$ cat config.mk
export PLATFORM = sky130hd
export DESIGN_NAME = dual_motor_command_decoder
export DESIGN_NICKNAME = d
export VERILOG_FILES = /design/src/rtl/dmcd_pkg.sv /design/src/rtl/dual_motor_command_decoder.sv
export SDC_FILE = /design/constraint.sdc
export NUM_CORES = 2
export LEC_CHECK = 0
export BUFFER_PORTS_ARGS = -buffer_cell sky130_fd_sc_hd__buf_2
export CAP_MARGIN = 20
export CELL_PAD_IN_SITES_DETAIL_PLACEMENT = 0
export CELL_PAD_IN_SITES_GLOBAL_PLACEMENT = 1
export CORE_MARGIN = 8
export CORE_UTILIZATION = 52
export DETAILED_ROUTE_END_ITERATION = 10
export PLACE_DENSITY_LB_ADDON = 0.15
export SLEW_MARGIN = 20
export SYNTH_ARGS = -nofsm -noshare
export SYNTH_HDL_FRONTEND = slang
export SYNTH_SLANG_ARGS = --single-unit
$ cat constraint.sdc
create_clock -name clock -period 9.4 [get_ports clock]
set_clock_uncertainty 0.1 [all_clocks]
set_input_delay 1.88 -clock clock [delete_from_list [all_inputs] [get_ports clock]]
set_output_delay 1.88 -clock clock [all_outputs]
set_load 0.03 [all_outputs]
$ cat src/rtl/dmcd_pkg.sv
// Shared constants, the request type and a helper function of the dual motor command decoder.
`default_nettype none

package dmcd_pkg;

   // Command bytes.
   localparam logic [7:0] CmdLedOff     = 8'h7a;  // 'z'
   localparam logic [7:0] CmdLedOn      = 8'h69;  // 'i'
   localparam logic [7:0] CmdGripOpen   = 8'h6f;  // 'o'
   localparam logic [7:0] CmdGripClose  = 8'h63;  // 'c'
   localparam logic [7:0] CmdGripStop   = 8'h23;  // '#'
   localparam logic [7:0] CmdElbowStop  = 8'h73;  // 's'
   localparam logic [7:0] CmdElbowUp    = 8'h65;  // 'e'
   localparam logic [7:0] CmdElbowDown  = 8'h66;  // 'f'
   localparam logic [7:0] CmdWristStop  = 8'h68;  // 'h'
   localparam logic [7:0] CmdWristUp    = 8'h70;  // 'p'
   localparam logic [7:0] CmdWristDown  = 8'h75;  // 'u'
   localparam logic [7:0] CmdBothUp     = 8'h2c;  // ','
   localparam logic [7:0] CmdBothDown   = 8'h2e;  // '.'

   // ASCII digit bounds and the tens byte that means "keep duty".
   localparam logic [7:0] CharZero      = 8'h30;
   localparam logic [7:0] CharNine      = 8'h39;
   localparam logic [7:0] CharKeepDuty  = 8'h00;

   // Gripper drive codes.
   localparam logic [1:0] GripStop      = 2'd0;
   localparam logic [1:0] GripOpen      = 2'd1;
   localparam logic [1:0] GripClose     = 2'd2;

   // Configuration register indexes.
   localparam logic [7:0] RegElbowMax   = 8'd0;
   localparam logic [7:0] RegElbowMin   = 8'd1;
   localparam logic [7:0] RegWristMax   = 8'd2;
   localparam logic [7:0] RegWristMin   = 8'd3;

   // Motor slots.
   localparam int MotorCount = 2;
   localparam int Elbow      = 0;
   localparam int Wrist      = 1;

   // Per-motor command bytes, indexed by motor slot.
   localparam logic [7:0] StopCmd [MotorCount] = '{CmdElbowStop, CmdWristStop};
   localparam logic [7:0] UpCmd   [MotorCount] = '{CmdElbowUp, CmdWristUp};
   localparam logic [7:0] DownCmd [MotorCount] = '{CmdElbowDown, CmdWristDown};

   // floor(x / 100) for x below 10000 is (x * 5243) >> 19.
   localparam logic [12:0] FracMul   = 13'd5243;
   localparam int          FracShift = 19;

   // Percent value width and request payload width.
   localparam int PctWidth  = 7;
   localparam int ReqDataW  = 24;

   // One decoded request as it travels down the pipeline.
   typedef struct packed {
      logic [7:0]            cmd;
      logic [7:0]            tens;
      logic [7:0]            units;
      logic [MotorCount-1:0] ready;
      logic [MotorCount-1:0] upper_hit;
      logic [MotorCount-1:0] lower_hit;
   } req_fields_type;

   // Digit value of an ASCII byte; anything that is not a digit counts as nine.
   function automatic logic [3:0] digit_value(input logic [7:0] c);
      logic [7:0] diff;
      diff = c - CharZero;
      if (c >= CharZero && c <= CharNine) begin
         return diff[3:0];
      end
      return 4'd9;
   endfunction

endpackage

`default_nettype wire

$ cat src/rtl/dual_motor_command_decoder.sv
// Top level of the dual motor command decoder: request pipeline, duty math and latched state.
`default_nettype none

// Channel   Direction  Handshake                 Payload
// req_      in         req_tvalid / req_tready   tuser: command byte; tdata: digits, flags
// rsp_      out        rsp_tvalid / rsp_tready   tdata: latched LED, gripper, motor state
// csr_      in         csr_valid / csr_ready     csr_index register, csr_data value
//
// One request per cycle is taken while the stages can move; each result passes
// through the three register stages (input, product, state/result),
// each of which moves independently, so a stalled result does not block intake
// until all three stages are full. Reset is synchronous and active high; it clears
// the stage valids and the latched state and loads the configuration defaults.
// csr_ready is high whenever reset is low.

module dual_motor_command_decoder #(
   parameter int DUTY_WIDTH = 16
) (
   input  wire                    clock,
   input  wire                    reset,
   // Request channel.
   input  wire                    req_tvalid,
   output logic                   req_tready,
   // tdata from bit 0: tens_char[7:0], units_char[7:0], elbow_ready, wrist_ready,
   // elbow_upper_hit, elbow_lower_hit, wrist_upper_hit, wrist_lower_hit, zero pad.
   input  wire [dmcd_pkg::ReqDataW-1:0] req_tdata,
   // tuser from bit 0: req_type[7:0].
   input  wire [7:0]              req_tuser,
   // Result channel.
   output logic                   rsp_tvalid,
   input  wire                    rsp_tready,
   // tdata from bit 0: led_on, grip_cmd[1:0], elbow_dir_down, elbow_enable,
   // elbow_stopped, elbow_duty, wrist_dir_down, wrist_enable, wrist_stopped,
   // wrist_duty, command_seen, zero pad.
   output logic [((10 + 2*DUTY_WIDTH + 7) / 8) * 8 - 1:0] rsp_tdata,
   // Configuration write channel.
   input  wire                    csr_valid,
   output logic                   csr_ready,
   input  wire [7:0]              csr_index,
   input  wire [DUTY_WIDTH-1:0]   csr_data
);

   localparam int DW         = DUTY_WIDTH;
   localparam int QW         = DW - 6;
   localparam int RspW       = ((10 + 2*DW + 7) / 8) * 8;
   localparam int RecipShift = DW + 6;
   localparam int PctW       = dmcd_pkg::PctWidth;
   localparam logic [DW-1:0] RecipMul = DW'((64'd1 << RecipShift) / 64'd100);
   localparam logic [DW-1:0] DutyAllOnes = {DW{1'b1}};

   // Configuration registers.
   logic [DW-1:0] max_ff [dmcd_pkg::MotorCount];
   logic [DW-1:0] min_ff [dmcd_pkg::MotorCount];

   // max / 100 split into quotient and remainder.
   logic [QW-1:0] q_ff [dmcd_pkg::MotorCount];
   logic [6:0]    r_ff [dmcd_pkg::MotorCount];
   logic [QW-1:0] q_in [dmcd_pkg::MotorCount];
   logic [6:0]    r_in [dmcd_pkg::MotorCount];

   // Pipeline stages.
   logic                     s0_v_ff;
   dmcd_pkg::req_fields_type s0_ff;
   logic                     s1_v_ff;
   dmcd_pkg::req_fields_type s1_ff;
   logic [DW:0]              qp_ff [dmcd_pkg::MotorCount];
   logic [13:0]              rp_ff [dmcd_pkg::MotorCount];
   logic                     out_v_ff;

   // Latched state, which is also the result register.
   logic          led_ff, led_in;
   logic [1:0]    grip_ff, grip_in;
   logic          seen_ff, seen_in;
   logic [dmcd_pkg::MotorCount-1:0] dir_ff, dir_in;
   logic [dmcd_pkg::MotorCount-1:0] en_ff, en_in;
   logic [dmcd_pkg::MotorCount-1:0] stop_ff, stop_in;
   logic [DW-1:0] duty_ff [dmcd_pkg::MotorCount];
   logic [DW-1:0] duty_in [dmcd_pkg::MotorCount];

   // Handshake and stage movement.
   logic out_rdy, s1_rdy, s0_rdy;
   logic req_take, s0_move, s1_commit;
   logic [PctW-1:0] pct;

   assign out_rdy   = !out_v_ff || rsp_tready;
   assign s1_rdy    = !s1_v_ff || out_rdy;
   assign s0_rdy    = !s0_v_ff || s1_rdy;
   assign req_tready = s0_rdy && !reset;
   assign csr_ready  = !reset;
   assign req_take  = req_tvalid && req_tready;
   assign s0_move   = s0_v_ff && s1_rdy;
   assign s1_commit = s1_v_ff && out_rdy;

   // Stage valids.
   always_ff @(posedge clock) begin
      if (reset) begin
         s0_v_ff  <= 1'b0;
         s1_v_ff  <= 1'b0;
         out_v_ff <= 1'b0;
      end else begin
         if (req_take) begin
            s0_v_ff <= 1'b1;
         end else if (s1_rdy) begin
            s0_v_ff <= 1'b0;
         end
         if (s0_move) begin
            s1_v_ff <= 1'b1;
         end else if (out_rdy) begin
            s1_v_ff <= 1'b0;
         end
         if (s1_commit) begin
            out_v_ff <= 1'b1;
         end else if (rsp_tready) begin
            out_v_ff <= 1'b0;
         end
      end
   end

   // Configuration writes; an index beyond the list is ignored.
   always_ff @(posedge clock) begin
      if (reset) begin
         for (int m = 0; m < dmcd_pkg::MotorCount; m++) begin
            max_ff[m] <= DutyAllOnes;
            min_ff[m] <= '0;
         end
      end else if (csr_valid && csr_ready) begin
         unique case (csr_index)
            dmcd_pkg::RegElbowMax: max_ff[dmcd_pkg::Elbow] <= csr_data;
            dmcd_pkg::RegElbowMin: min_ff[dmcd_pkg::Elbow] <= csr_data;
            dmcd_pkg::RegWristMax: max_ff[dmcd_pkg::Wrist] <= csr_data;
            dmcd_pkg::RegWristMin: min_ff[dmcd_pkg::Wrist] <= csr_data;
            default: ;
         endcase
      end
   end

   // Split each maximum into max / 100 and max % 100 by a reciprocal multiply;
   // the estimate is at most one low, so one compare and subtract fixes it.
   always_comb begin
      logic [2*DW-1:0] recip_prod;
      logic [QW-1:0]   q_est;
      logic [DW-1:0]   hundred_q;
      logic [DW-1:0]   rem_full;
      logic [7:0]      rem_est;
      for (int m = 0; m < dmcd_pkg::MotorCount; m++) begin
         recip_prod = {{DW{1'b0}}, max_ff[m]} * {{DW{1'b0}}, RecipMul};
         q_est      = recip_prod[2*DW-1:RecipShift];
         hundred_q  = {6'b0, q_est} * DW'(100);
         rem_full   = max_ff[m] - hundred_q;
         rem_est    = rem_full[7:0];
         if (rem_est >= 8'd100) begin
            q_in[m] = q_est + QW'(1);
            r_in[m] = 7'(rem_est - 8'd100);
         end else begin
            q_in[m] = q_est;
            r_in[m] = rem_est[6:0];
         end
      end
   end

   always_ff @(posedge clock) begin
      for (int m = 0; m < dmcd_pkg::MotorCount; m++) begin
         q_ff[m] <= q_in[m];
         r_ff[m] <= r_in[m];
      end
   end

   // Input register: unpack the request.
   always_ff @(posedge clock) begin
      if (req_take) begin
         s0_ff.cmd       <= req_tuser;
         s0_ff.tens      <= req_tdata[7:0];
         s0_ff.units     <= req_tdata[15:8];
         s0_ff.ready     <= req_tdata[17:16];
         s0_ff.upper_hit <= {req_tdata[20], req_tdata[18]};
         s0_ff.lower_hit <= {req_tdata[21], req_tdata[19]};
      end
   end

   // Percentage from the two digit bytes.
   always_comb begin
      logic [3:0] dt;
      logic [3:0] du;
      dt  = dmcd_pkg::digit_value(s0_ff.tens);
      du  = dmcd_pkg::digit_value(s0_ff.units);
      pct = 7'({3'b0, dt} * 7'd10) + {3'b0, du};
   end

   // Product stage: quotient and remainder scaled by the percentage.
   always_ff @(posedge clock) begin
      if (s0_move) begin
         s1_ff <= s0_ff;
         for (int m = 0; m < dmcd_pkg::MotorCount; m++) begin
            qp_ff[m] <= {7'b0, q_ff[m]} * {{QW{1'b0}}, pct};
            rp_ff[m] <= {7'b0, r_ff[m]} * {7'b0, pct};
         end
      end
   end

   // Command decode and next latched state, in the command's priority order.
   always_comb begin
      logic [26:0]   frac_prod;
      logic [6:0]    frac;
      logic [DW:0]   scaled;
      logic [DW-1:0] run_duty;
      logic          run_go;
      logic          both_go;
      led_in  = led_ff;
      grip_in = grip_ff;
      seen_in = seen_ff;
      dir_in  = dir_ff;
      en_in   = en_ff;
      stop_in = stop_ff;
      for (int m = 0; m < dmcd_pkg::MotorCount; m++) begin
         duty_in[m] = duty_ff[m];
      end

      // LED and gripper commands.
      if (s1_ff.cmd == dmcd_pkg::CmdLedOff) led_in = 1'b0;
      if (s1_ff.cmd == dmcd_pkg::CmdLedOn) led_in = 1'b1;
      if (s1_ff.cmd == dmcd_pkg::CmdGripOpen) grip_in = dmcd_pkg::GripOpen;
      if (s1_ff.cmd == dmcd_pkg::CmdGripClose) grip_in = dmcd_pkg::GripClose;
      if (s1_ff.cmd == dmcd_pkg::CmdGripStop) grip_in = dmcd_pkg::GripStop;

      // Single-motor stop and run commands.
      for (int m = 0; m < dmcd_pkg::MotorCount; m++) begin
         frac_prod = {13'b0, rp_ff[m]} * {14'b0, dmcd_pkg::FracMul};
         frac      = frac_prod[dmcd_pkg::FracShift +: 7];
         scaled    = qp_ff[m] + {{(DW-6){1'b0}}, frac};
         if (s1_ff.tens == dmcd_pkg::CharNine && s1_ff.units == dmcd_pkg::CharNine) begin
            run_duty = max_ff[m];
         end else if (scaled[DW-1:0] < min_ff[m]) begin
            run_duty = min_ff[m];
         end else begin
            run_duty = scaled[DW-1:0];
         end
         run_go = (s1_ff.cmd == dmcd_pkg::UpCmd[m] && !s1_ff.upper_hit[m])
               || (s1_ff.cmd == dmcd_pkg::DownCmd[m] && !s1_ff.lower_hit[m]);
         if (s1_ff.ready[m]) begin
            if (s1_ff.cmd == dmcd_pkg::StopCmd[m]) begin
               led_in     = 1'b0;
               stop_in[m] = 1'b1;
               en_in[m]   = 1'b0;
               seen_in    = 1'b1;
            end
            if (run_go) begin
               dir_in[m]  = (s1_ff.cmd == dmcd_pkg::DownCmd[m]);
               led_in     = 1'b1;
               en_in[m]   = 1'b1;
               stop_in[m] = 1'b0;
               seen_in    = 1'b1;
               if (s1_ff.tens != dmcd_pkg::CharKeepDuty) begin
                  duty_in[m] = run_duty;
               end
            end
         end
      end

      // Both motors at full duty; the down move honors the lower limits.
      both_go = (&s1_ff.ready)
             && (s1_ff.cmd == dmcd_pkg::CmdBothUp
                 || (s1_ff.cmd == dmcd_pkg::CmdBothDown && !(|s1_ff.lower_hit)));
      if (both_go) begin
         for (int m = 0; m < dmcd_pkg::MotorCount; m++) begin
            dir_in[m]  = (s1_ff.cmd == dmcd_pkg::CmdBothDown);
            duty_in[m] = max_ff[m];
            en_in[m]   = 1'b1;
            stop_in[m] = 1'b0;
         end
      end
   end

   // Latched state, updated as each request retires.
   always_ff @(posedge clock) begin
      if (reset) begin
         led_ff  <= 1'b0;
         grip_ff <= dmcd_pkg::GripStop;
         seen_ff <= 1'b0;
         dir_ff  <= '0;
         en_ff   <= '0;
         stop_ff <= '1;
         for (int m = 0; m < dmcd_pkg::MotorCount; m++) begin
            duty_ff[m] <= '0;
         end
      end else if (s1_commit) begin
         led_ff  <= led_in;
         grip_ff <= grip_in;
         seen_ff <= seen_in;
         dir_ff  <= dir_in;
         en_ff   <= en_in;
         stop_ff <= stop_in;
         for (int m = 0; m < dmcd_pkg::MotorCount; m++) begin
            duty_ff[m] <= duty_in[m];
         end
      end
   end

   // Result packing; a stopped motor shows a zero pulse width.
   always_comb begin
      logic [DW-1:0] e_duty;
      logic [DW-1:0] w_duty;
      e_duty = stop_ff[dmcd_pkg::Elbow] ? '0 : duty_ff[dmcd_pkg::Elbow];
      w_duty = stop_ff[dmcd_pkg::Wrist] ? '0 : duty_ff[dmcd_pkg::Wrist];
      rsp_tdata = RspW'({seen_ff,
                         w_duty, stop_ff[dmcd_pkg::Wrist], en_ff[dmcd_pkg::Wrist],
                         dir_ff[dmcd_pkg::Wrist],
                         e_duty, stop_ff[dmcd_pkg::Elbow], en_ff[dmcd_pkg::Elbow],
                         dir_ff[dmcd_pkg::Elbow],
                         grip_ff, led_ff});
   end

   assign rsp_tvalid = out_v_ff;

endmodule

`default_nettype wire

# Yosys cells after proc, flatten, opt, wreduce, memory -nomap -nowiden
# Memories as Yosys holds them, arrays and structs flattened.
# Cells that the tools add are included.
# classes
n_reduce_logical,48
n_eq_ne,18
n_mul,11
add_sub_neg,11
magnitude_cmp,8
bitwise_logic,6
mux,94
# op_table
operator,n
$mux W16,18
$eq A8 B7 Y1 const B,10
$mul A16 B16 Y32 const B,2
$mux W1,61
$mul A14 B13 Y26 const B,2
$eq A8 B6 Y1 const B,5
$mul A10 B7 Y17,2
$add A16 B7 Y16,2
$lt A16 B16 Y1,2
$mux W32,1
$mul A7 B7 Y14,2
$add A10 B1 Y10 const B,2
$mul A10 B5 Y6 const B,2
$mux W10,2
$eq A8 B2 Y1 const B,2
$ge A8 B6 Y1 const B,2
$ge A8 B7 Y1 const B,2
$le A8 B6 Y1 const B,2
$mux W4,4
$sub A8 B8 Y8,2
$logic_and A1 B1 Y1,14
$mux W7,2
$reduce_bool A2 Y1,7
$sub A7 B7 Y7 const B,2
other kinds (14),44
# word_totals
n_memories,7
output_inout_bits,51
inputBits,61
ramBits,192
word_cells,227
ff_bits,73
# mem_list
name,words,width,rd,rd_ports_with_merged_regs,wr,line,source
qp_ff,2,17,2,0,2,dual_motor_command_decoder.sv:66,logic [DW:0] qp_ff [dmcd_pkg::MotorCount];
duty_ff,2,16,2,0,2,dual_motor_command_decoder.sv:77,logic [DW-1:0] duty_ff [dmcd_pkg::MotorCount];
max_ff,2,16,2,0,2,dual_motor_command_decoder.sv:52,logic [DW-1:0] max_ff [dmcd_pkg::MotorCount];
min_ff,2,16,2,0,2,dual_motor_command_decoder.sv:53,logic [DW-1:0] min_ff [dmcd_pkg::MotorCount];
rp_ff,2,14,2,0,2,dual_motor_command_decoder.sv:67,logic [13:0] rp_ff [dmcd_pkg::MotorCount];
q_ff,2,10,2,0,2,dual_motor_command_decoder.sv:56,logic [QW-1:0] q_ff [dmcd_pkg::MotorCount];
1 more memories,--,--,--,--,--,--,

# Longest topological paths before layout
# An unclocked memory read counts as a cell.
# logic_depth
depth_word,11
mapped_depth,44
depth_no_buf,43

# Least setup slack after synthesis
# Ideal clock, no wire load.
# synth_timing
kind,register -> register
from,mem max_ff[0][29] in the netlist's numbering
to,mem q_ff[0][19] in the netlist's numbering
required_ps,9180
setup_time_ps,120
path_buffers,0
period_less_slack_ps,8103
slack_ps,1297
stages_incl_launch_ff,33
arrival_time_ps,7883
path_cell_list,edfxtp_1 ha_1 inv_1 fa_1 inv_1 fa_1 fa_1 fa_1 inv_1 fa_1 inv_1 ha_1 a21oi_1 o21ai_1 a311oi_2 nor3b_2 a21oi_1 a21o_1 xnor2_1 inv_1 ha_1 ha_1 inv_1 ha_1 xnor2_1 nor4bb_1 and3b_1 mux2i_1 and3_1 and4bb_1 mux2i_1 o211ai_2 xnor2_1
# synth_lines
item,line
"start, declared",dual_motor_command_decoder.sv:52
"end, declared",dual_motor_command_decoder.sv:56

==> key figures <==
Worst hold path
  • Min-delay worst type: register to register
  • Hold_sp: s0_ff[3]
  • Hold path depth: 0
  • Hold EP: s1_ff[3]

Clock tree
  • Sink Count: between 200 and 300
  • TritonCTS Buffers: 30
  • CTS tree: yes
  • Reg clk slew, reported paths: approximately 0.06 ns
  • Max Buffers Root-to-Sink: 3
  • CTS root buf: clkbuf_16
  • H-tree lvl count: 1
  • Worst skew pair latency: 0.59 ns

Critical path
  • Worst path slowest cell: fa_1
  • Critical path class: register to register
  • R2R cell count: 40
  • Worst reg2reg setup slack: 0.54 ns
  • Worst EP required: ~9.6 ns
  • Worst EP arrival: 9.05 ns
  • Critical path endpoint category: register
  • RR Endpoint: duty_ff[0][10]
  • Worst r2r src: rp_ff[0][9]
  • CP startpoint kind: register
  • Worst-path maximum fanout: 7
  • CP max stage delay: 0.54 ns

Global route
  • First-pass GRT wire length: ~130000 um
  • Grt ovf: 0
  • Met3 track demand over resource: between 1.5 and 2%
  • GRT met1 Usage: around 28%
  • Met2 GRT Util: 37.5%
  • Largest net degree at the start of global routing: slightly below 60
  • GR peak layer: met2
  • Initial antenna violation count: 3
  • Number of global-route vias before repair: 26400
  • Tot GR Track Use: 21.1%

Final layout
  • Fraction of layout cells with a size suffix above 1: 7.47%
  • Layout fillers: approximately 6100
  • Final instance area: 0.0393 mm^2
  • Antenna diodes: 0
  • Final core occ: 57.2%
  • # nets final: 4897
  • Area growth syn-to-layout: 8.84%

Outcome
  • Outcome: finished, final reports clean

Floorplan
  • Die Wd: approximately 280 um
  • Initial Util: roughly 53%
  • Standard-cell rows: 96
  • Full die area: a little under 0.08 mm^2
  • Die Height: approximately 280 um
  • Ports: approximately 110
  • Core ar.: about 0.069 mm^2

Yosys
  • Top FF cell, synth: edfxtp_1
  • Mapped cell area: about 0.036 mm^2
  • Seq/Total Area, Yosys: between 20% and 30%
  • Number of synthesized flops with an enable pin: about 220
  • Cells after Synth: between 3000 and 4000
  • Synth cell types: between 80 and 90
  • Synthesized flop and latch total: around 260
  • Synthesized area per cell: around 10 um^2
  • Synth warn: 0
  • Async SR Flop Fraction: 0%

STA
  • Hold Vio Cnt, Final: 0
  • Slew HR: roughly a quarter
  • Slack of the critical path: approximately 0.54 ns
  • Worst Max-Slew Pin Slew: 1.11 ns
  • Fmax: between 100 and 150 MHz
  • Sum Neg Setup Slack: 0 ns
  • Finish-stage setup viols: 0
  • Final Cycle Share: roughly 94%
  • Min Clock Period, post-route: 8.86 ns
  • Pins Over Slew Limit: 0

Placed design
  • Area after DPL: approximately 0.038 mm^2
  • Number of port buffers: just over 100
  • Post-Place Worst Slack: about 0.18 ns
  • HPWL Detailed: 68300 um
  • RePlAce Congestion: 0.882

Route
  • DR pass1 iterations: 5
  • DR vias: 24000
  • Wire per inst: around 17 um
  • DRC Markers: 0
  • Post-Route WL: between 80000 and 90000 um
  • Starting DRT DRC Count: 1001
  • Routed Antenna Nets: 0
  • Detail-routed via count per cell: 5.15

Flow run
  • Maxcap violations: 0
[flip-flops by register name, indices dropped and copies added, names as in the netlist]
name / count
dir_ff: 2
seen_ff: 1
rp_ff: 28
r_ff: 14
grip_ff: 2
s0_ff: 30
s1_v_ff: 1
duty_ff: 32
rsp_tvalid: 1
min_ff: 32
en_ff: 2
q_ff: 20
s0_v_ff: 1
s1_ff: 30
led_ff: 1
max_ff: 32
stop_ff: 2
qp_ff: 32
[routing by layer]
metal | part of all wire (%) | wire (um)
met4 | 1.8 | 1410
met2 | 49 | 39400
met5 | 0 | 0
met1 | 46 | 36900
met3 | 3.2 | 2600
[cell type report]
cell class                 instances  area (um^2)  area share [%]
inverter                         865         3250            8.27
sequential                       263         7430            18.9
tap                              931         1160            2.97
multi-input combinational       2362        25300            64.4
clock buffer                      39          816            2.08
timing repair buffer             174         1060            2.70
clock inverter                    17          248           0.631
[repair_timing]
item | in CTS | in global routing
setup buffers | 0 | 18
endpoints found under the setup margin | 0 | 35
hold buffers | 0 | 0
resized for setup | 0 | 14
[kinds of logic after synthesis]
logic type      share of synthesized area, %
compound gates                          5.86
xor+xnor                                3.93
fa+ha+maj                               48.9
buf+inv                                 9.67
flops                                   20.6
mux                                     1.25
other cells                           0.0104
simple gates                            9.77
[cell usage in the layout (no fill, tap or decap), types with 8 or more instances in the layout]
cell type	count
o21ai_0	41
a31oi_1	8
nand4_1	14
o21a_1	24
o21ai_1	8
and3_1	13
nand2_1	205
a21oi_1	96
nor3_1	33
mux2i_1	27
nand3_1	30
dfxtp_1	47
nor2b_1	59
a21o_1	48
and2_1	130
xor2_1	42
xnor2_1	111
fa_1	452
or3_1	21
mux2_2	11
buf_4	70
inv_1	865
buf_2	103
o21bai_1	15
nor2_1	126
clkbuf_16	31
a211oi_1	22
ha_1	688
edfxtp_1	216
nand2b_1	15
[worst max-delay path, delay by kind of cell, from the launching register on]
family	cells	cell delay, ns
compound gates	13	2.04
xor+xnor	2	0.38
fa+ha+maj	9	3.62
buf+inv	4	0.32
flops	1	0.53
mux	2	0.41
simple gates	10	1.14
[per-stage QoR]
stage	cells	hold slack (ns)
finish	4651	0.316
global route	4651	0.323
CTS	4633	0.319
detailed placement	4577	0.306
global placement	4577	0.307
floorplan	3545	0.300
[worst max path at each step]
stage	startpoint	to	slack [ns]	depth (start not counted)
after global routing	rp_ff[0][9]	duty_ff[0][8]	-0.05	40
final	rp_ff[0][9]	duty_ff[0][10]	0.54	40
after detailed placement	rp_ff[0][8]	duty_ff[0][2]	0.18	39
after floorplan	max_ff[0][29]	q_ff[0][19]	1.30	32
after global placement	rp_ff[0][9]	duty_ff[0][2]	0.24	41
after CTS	rp_ff[0][8]	duty_ff[0][2]	0.10	39
[cell usage after synthesis, types with 21 or more instances]
library cell | instances | share of area, %
inv_1 | 865 | 9.0
ha_1 | 688 | 24
fa_1 | 452 | 25
edfxtp_1 | 216 | 18
nand2_1 | 205 | 2.1
and2_1 | 130 | 2.3
nor2_1 | 126 | 1.3
xnor2_1 | 118 | 2.9
a21oi_1 | 98 | 1.4
nor2b_1 | 60 | 1.0
a21o_1 | 48 | 1.0
dfxtp_1 | 47 | 2.6
clkbuf_1 | 44 | 0.46
o21ai_0 | 44 | 0.61
xor2_1 | 44 | 1.1
nor3_1 | 33 | 0.46
nand3_1 | 30 | 0.42
mux2i_1 | 27 | 0.75
o21a_1 | 24 | 0.50
a211oi_1 | 22 | 0.46
or3_1 | 21 | 0.36
Power is left out: the tool's default activity adds up to more than one toggle a clock period on the data nets, which glitch-free logic cannot reach.
